<file path="config.mk">
export PLATFORM = sky130hd
export DESIGN_NAME = ffba_ctrl
export DESIGN_NICKNAME = d
export VERILOG_FILES = /design/src/hw/rtl/ffba_pkg.sv /design/src/hw/rtl/ffba_ctrl.sv
export VERILOG_INCLUDE_DIRS = /design/src /design/src/hw/rtl
export SDC_FILE = /design/constraint.sdc
export NUM_CORES = 1
export LEC_CHECK = 0
export BUFFER_PORTS_ARGS = -buffer_cell sky130_fd_sc_hd__buf_2
export CAP_MARGIN = 20
export CORE_MARGIN = 3
export CORE_UTILIZATION = 50
export DETAILED_ROUTE_END_ITERATION = 16
export PLACE_DENSITY = 0.74
export SLEW_MARGIN = 20
export SYNTH_ARGS = -nofsm -noshare
export SYNTH_HDL_FRONTEND = slang
export SYNTH_SLANG_ARGS = --single-unit
export TNS_END_PERCENT = 10
</file>
<file path="constraint.sdc">
create_clock -name clk -period 4.6 [get_ports clk]
set_input_delay 0.92 -clock clk [delete_from_list [all_inputs] [get_ports clk]]
set_output_delay 0.92 -clock clk [all_outputs]
set_load 0.01 [all_outputs]
</file>
<file path="src/hw/rtl/assert_macros.svh">
// Assertion helpers shared by the allocator modules.
// Each macro expects clk and arst_n in the enclosing scope.
`ifndef ASSERT_MACROS_SVH
`define ASSERT_MACROS_SVH

// The condition holds at every clock edge outside reset.
`define ASSERT_ALWAYS(label, expr, msg) \
	label: assert property (@(posedge clk) disable iff (!arst_n) (expr)) else $error(msg);

// Whenever the trigger holds, the condition holds in the cycle after it.
`define ASSERT_NEXT(label, trig, expr, msg) \
	label: assert property (@(posedge clk) disable iff (!arst_n) (trig) |=> (expr)) else $error(msg);

`endif

</file>
<file path="src/hw/rtl/ffba_pkg.sv">
`default_nettype none
package ffba_pkg;
	localparam int HEAP_BYTES  = 16777216;
	localparam int MAX_ENTRIES = 64;

	localparam int OFF_W = $clog2(HEAP_BYTES) + 1;
	localparam int IDX_W = $clog2(MAX_ENTRIES);
	localparam int CNT_W = $clog2(MAX_ENTRIES + 1);
	localparam int AW    = 34;

	localparam int TYPE_W   = 2;
	localparam int OWNER_W  = 16;
	localparam int SIZE_W   = 25;
	localparam int ALIGN_W  = 5;
	localparam int STATUS_W = 2;
	localparam int BOFF_W   = 24;
	localparam int BBYTES_W = 25;

	localparam logic [TYPE_W-1:0] REQ_ALLOC   = 2'd0;
	localparam logic [TYPE_W-1:0] REQ_DEALLOC = 2'd1;
	localparam logic [TYPE_W-1:0] REQ_QUERY   = 2'd2;

	localparam logic [STATUS_W-1:0] ST_OK       = 2'd0;
	localparam logic [STATUS_W-1:0] ST_NO_SPACE = 2'd1;
	localparam logic [STATUS_W-1:0] ST_NO_OWNER = 2'd2;

	typedef struct packed {
		logic               busy;
		logic [OWNER_W-1:0] owner;
		logic [OFF_W-1:0]   bytes;
		logic [OFF_W-1:0]   off;
	} entry_t;

	typedef enum logic [4:0] {
		DP_NOP,
		DP_LOAD,
		DP_SIZE,
		DP_NEED,
		DP_RD_FIRST,
		DP_RD_NEXT,
		DP_FREE_ENTRY,
		DP_FIT_CAPTURE,
		DP_FIT_GAP,
		DP_FIT_REST,
		DP_TAIL_USED,
		DP_TAIL_POS,
		DP_TAIL_CHARGE,
		DP_TAIL_COMMIT,
		DP_CP_INIT,
		DP_CP_STEP,
		DP_CP_TAIL,
		DP_CP_FLUSH
	} dp_op_t;

	typedef enum logic [2:0] {
		RES_NONE,
		RES_ENTRY,
		RES_NEW,
		RES_FAIL_SPACE,
		RES_FAIL_OWNER
	} res_op_t;

	typedef struct packed {
		dp_op_t  op;
		res_op_t res;
		logic    push;
	} dp_cmd_t;

	typedef struct packed {
		logic [TYPE_W-1:0] req_type;
		logic              owner_zero;
		logic              count_zero;
		logic              table_full;
		logic              cur_last;
		logic              cur_fit;
		logic              cur_owner_hit;
		logic              split_room;
		logic              tail_fits;
		logic              cp_entry_done;
		logic              split;
		logic              out_free;
	} dp_stat_t;
endpackage
`default_nettype wire

</file>
<file path="src/hw/rtl/ffba_ctrl.sv">
`default_nettype none
module ffba_ctrl import ffba_pkg::*; (
	input  logic     clk,
	input  logic     arst_n,
	input  logic     in_valid,
	output logic     in_ready,
	output dp_cmd_t  cmd,
	input  dp_stat_t stat
);
	`include "assert_macros.svh"

	typedef enum logic [4:0] {
		S_IDLE,
		S_DECODE,
		S_OWN_SCAN,
		S_SIZE,
		S_NEED,
		S_FIT_SCAN,
		S_FIT_GAP,
		S_FIT_REST,
		S_TAIL_USED,
		S_TAIL_POS,
		S_TAIL_CHARGE,
		S_TAIL_CHECK,
		S_CP_INIT,
		S_CP_RUN,
		S_CP_TAIL,
		S_CP_FLUSH,
		S_RESULT
	} state_t;

	state_t state_q;
	state_t state_d;

	always_ff @(posedge clk or negedge arst_n) begin
		if (!arst_n) begin
			state_q <= S_IDLE;
		end else begin
			state_q <= state_d;
		end
	end

	assign in_ready = (state_q == S_IDLE);

	always_comb begin
		state_d = state_q;
		cmd = '{op: DP_NOP, res: RES_NONE, push: 1'b0};
		unique case (state_q)
			S_IDLE: begin
				if (in_valid) begin
					cmd.op = DP_LOAD;
					state_d = S_DECODE;
				end
			end
			S_DECODE: begin
				unique case (stat.req_type) inside
					REQ_ALLOC: begin
						if (stat.owner_zero) begin
							cmd.res = RES_FAIL_SPACE;
							state_d = S_RESULT;
						end else begin
							state_d = S_SIZE;
						end
					end
					REQ_DEALLOC, REQ_QUERY: begin
						if (stat.count_zero) begin
							cmd.res = RES_FAIL_OWNER;
							state_d = S_RESULT;
						end else begin
							cmd.op = DP_RD_FIRST;
							state_d = S_OWN_SCAN;
						end
					end
					default: begin
						cmd.res = RES_FAIL_OWNER;
						state_d = S_RESULT;
					end
				endcase
			end
			S_OWN_SCAN: begin
				if (stat.cur_owner_hit) begin
					cmd.res = RES_ENTRY;
					if (stat.req_type == REQ_DEALLOC) begin
						cmd.op = DP_FREE_ENTRY;
					end
					state_d = S_RESULT;
				end else if (stat.cur_last) begin
					cmd.res = RES_FAIL_OWNER;
					state_d = S_RESULT;
				end else begin
					cmd.op = DP_RD_NEXT;
				end
			end
			S_SIZE: begin
				cmd.op = DP_SIZE;
				state_d = S_NEED;
			end
			S_NEED: begin
				cmd.op = DP_NEED;
				state_d = stat.count_zero ? S_TAIL_USED : S_FIT_SCAN;
			end
			S_FIT_SCAN: begin
				if (stat.cur_fit) begin
					cmd.op = DP_FIT_CAPTURE;
					state_d = S_FIT_GAP;
				end else if (stat.cur_last) begin
					state_d = S_TAIL_USED;
				end else begin
					cmd.op = DP_RD_NEXT;
				end
			end
			S_FIT_GAP: begin
				cmd.op = DP_FIT_GAP;
				state_d = S_FIT_REST;
			end
			S_FIT_REST: begin
				cmd.op = DP_FIT_REST;
				if (stat.split_room) begin
					state_d = S_CP_INIT;
				end else begin
					cmd.res = RES_FAIL_SPACE;
					state_d = S_RESULT;
				end
			end
			S_TAIL_USED: begin
				if (stat.table_full) begin
					cmd.res = RES_FAIL_SPACE;
					state_d = S_RESULT;
				end else begin
					cmd.op = DP_TAIL_USED;
					state_d = S_TAIL_POS;
				end
			end
			S_TAIL_POS: begin
				cmd.op = DP_TAIL_POS;
				state_d = S_TAIL_CHARGE;
			end
			S_TAIL_CHARGE: begin
				cmd.op = DP_TAIL_CHARGE;
				state_d = S_TAIL_CHECK;
			end
			S_TAIL_CHECK: begin
				if (stat.tail_fits) begin
					cmd.op = DP_TAIL_COMMIT;
					state_d = S_CP_INIT;
				end else begin
					cmd.res = RES_FAIL_SPACE;
					state_d = S_RESULT;
				end
			end
			S_CP_INIT: begin
				cmd.op = DP_CP_INIT;
				state_d = stat.count_zero ? S_CP_TAIL : S_CP_RUN;
			end
			S_CP_RUN: begin
				cmd.op = DP_CP_STEP;
				if (stat.cp_entry_done && stat.cur_last) begin
					state_d = stat.split ? S_CP_FLUSH : S_CP_TAIL;
				end
			end
			S_CP_TAIL: begin
				cmd.op = DP_CP_TAIL;
				state_d = S_CP_FLUSH;
			end
			S_CP_FLUSH: begin
				cmd.op = DP_CP_FLUSH;
				cmd.res = RES_NEW;
				state_d = S_RESULT;
			end
			S_RESULT: begin
				if (stat.out_free) begin
					cmd.push = 1'b1;
					state_d = S_IDLE;
				end
			end
			default: begin
				state_d = S_IDLE;
			end
		endcase
	end

	`ASSERT_ALWAYS(a_push_free, !cmd.push || stat.out_free, "Result pushed over a waiting word.")
	`ASSERT_NEXT(a_accept_decode, in_valid && in_ready, state_q == S_DECODE, "Accepted word was not decoded.")
endmodule
`default_nettype wire

</file>
==> flow_summary.toml <==
[timing]
hold_viol = 0
period_share = 0.709
worstMarginPinSlew_ns = 0.900
fin_skew_ns = 0.0105
finalSetupViolations = 0
rsz0062_at_grt = "false"
min_period_ns = 3.26
hold_slack_ns = 0.469
tns_ns = 0
relSlewSlack = 0.400
fmax_mhz = 306
slew_viol_final = 0

[route]
vias_per_cell = 6.12
drtIter0Drc = 39
drc = 0
ant_nets = 0
vias = 1047
wl_per_cell_um = 14.7
finalWirelength_um = 2510
first_pass_iters = 4

[final_layout]
layout.cells.non_filler = 171
largest_registers = "state_q x5"
regMostFlops = "state_q"
largest_register_ffs = 5
antennaDiodeCount = 0
area_growth_pct = 14.6
final_net_count = 167
drive_above_1_share = 0.231

[placement]
io_buffers = 25
place.gp.congestion = 0.903
dp.cells = 167
place_hpwl_um = 1830

[worst_setup_path]
required_ns = 3.68
crit_type = "reg2out"
cp.arrival_ns = 2.34
reg2reg_slack_ns = 2.37
cp_max_fo = 32
worstSetupEndpointType = "output pin"
worstSetupStartpointType = "register"

[logic_synthesis]
synth.most_common_cell = "inv_1"
synth-edff-count = 0
synthCells = 128
synth.largest_area_cell = "dfrtp_1"
syn_nets = 147
synthArstFlopShare = 1.00
ys_seq_area_frac = 0.136
ys_warn_count = 0
syn_avg_cell_area_sq_um = 7.17
ys.flop_type = "dfrtp_1"
synth_top_cells_by_count = "inv_1, buf_2, nand2b_1"
synthTopCellsByArea = "dfrtp_1, nor3b_1, nand2b_1"
synth_top_area_frac = 0.136
ys_seq_elements = 5
yosysUniqueCellTypes = 47
synth_area_sq_um = 917

[power]
power_frac_comb = 0.581
p_int_uw = 202
leakage_nw = 0.467
pwr-share-seq = 0.295
p_sw_uw = 216
p_clk_frac = 0.124
switching_share = 0.516
power_density_nw_per_um2 = 398
ir_drop_uv = 282

[global_route]
antenna_found_initial = 0
grt_max_degree = 33
overflow = 0
grt_pass1_vias = 900
grt_pass1_wl_um = 4260
grt_usage = 0.222

[floorplan]
dieArea_sq_um = 2380
die_h_um = 48.8
die_x_um = 48.8
io_pins = 26
initial_core_util = 0.569
row_count = 14
core_sq_um = 1610

[clock_tree]
clockBufferDepth = 2
cts.sinks = 5
cts_buffers = 3
cts_max_level = 1
cts_hold_buf = 0
cts_resized = 0
cts.reportedPaths.clkPinSlew_ns = 0.05
cts-root-buf = "clkbuf_4"
cts_tree = "done"
post-cts-setup-buffer-count = 0
insertion_delay_ns = 0.25

[hold_path]
hp-class = "in2async"

[flow_run]
maxCapViolations = 0

[outcome]
status = "completed"
[cell usage in the layout, fill, tap and decap left out, drive strengths merged, types with 3 or more instances in the layout]
cell and n:
nand2b 8, a211oi 4, nor3 5, clkbuf 4, and3 3, dfrtp 5, nor3b 7, nor4 4
ha 3, nor2 6, inv 9, nand3 5, o22ai 3, buf 25, o21ai 7, a21oi 4
nand2 7
[area by class of cell]
class	instances	area (sq um)
timing repair buffer	25	125
sequential	5	125
fill	151	561
tap	24	30.0
inverter	9	33.8
multi-input combinational	104	711
clock buffer	4	26.3
[cells by family after synthesis]
kind of cell / Yosys count / share of synthesized area
flip-flops: 5 / 0.136
XOR/XNOR: 1 / 0.00955
adder cells (fa/ha/maj): 3 / 0.0409
AND/OR/NAND/NOR: 62 / 0.415
multiplexers: 1 / 0.0109
AO/OA/AOI/OAI: 37 / 0.299
buffers and inverters: 19 / 0.0887
[metal layers]
metal  up-vias  global-route usage  part of all wire
met1       464               0.325              0.47
li1        525                   -                 -
met5         -                   0                 0
met3         2              0.0520             0.084
met2        56               0.321              0.44
met4         0              0.0616            0.0052
[power groups by stage]
stage	Sequential [mW]	Clock (mW)	Combinational (mW)
CTS	0.120	0.0533	0.241
global placement	0.121	0	0.237
floorplan	0.0686	0	0.225
detailed placement	0.121	0	0.241
finish	0.123	0.0518	0.243
global route	0.130	0.0571	0.274
[critical path: stages, from the launching register on]
cell	delay [ns]
dfrtp_1	0.70
or3_4	0.50
or4_1	0.52
nand3_1	0.15
a31o_2	0.12
buf_2	0.12
[through the flow]
step	instance area (sq um)	total power, mW	util	setup WS, ns
after floorplan	917	0.294	-	1.81
after global placement	1020	0.358	0.636	1.52
after detailed placement	1020	0.362	0.636	1.52
after CTS	1050	0.415	0.652	1.36
after global routing	1050	0.460	0.652	1.22
final	1050	0.418	0.652	1.34
[worst paths after layout]
| kind | from | cells past startpoint | end |
|---|---|---|---|
| max | state_q[3] | 5 | cmd[1] |
| min | arst_n | 1 | state_q[1] |
| min in group clk | state_q[4] | 2 | state_q[4] |
| max in group asynchronous | arst_n | 1 | state_q[3] |
| max reg2reg | state_q[3] | 4 | state_q[2] |
| min reg2reg | state_q[4] | 2 | state_q[4] |
(Power assumes the default switching activity.)
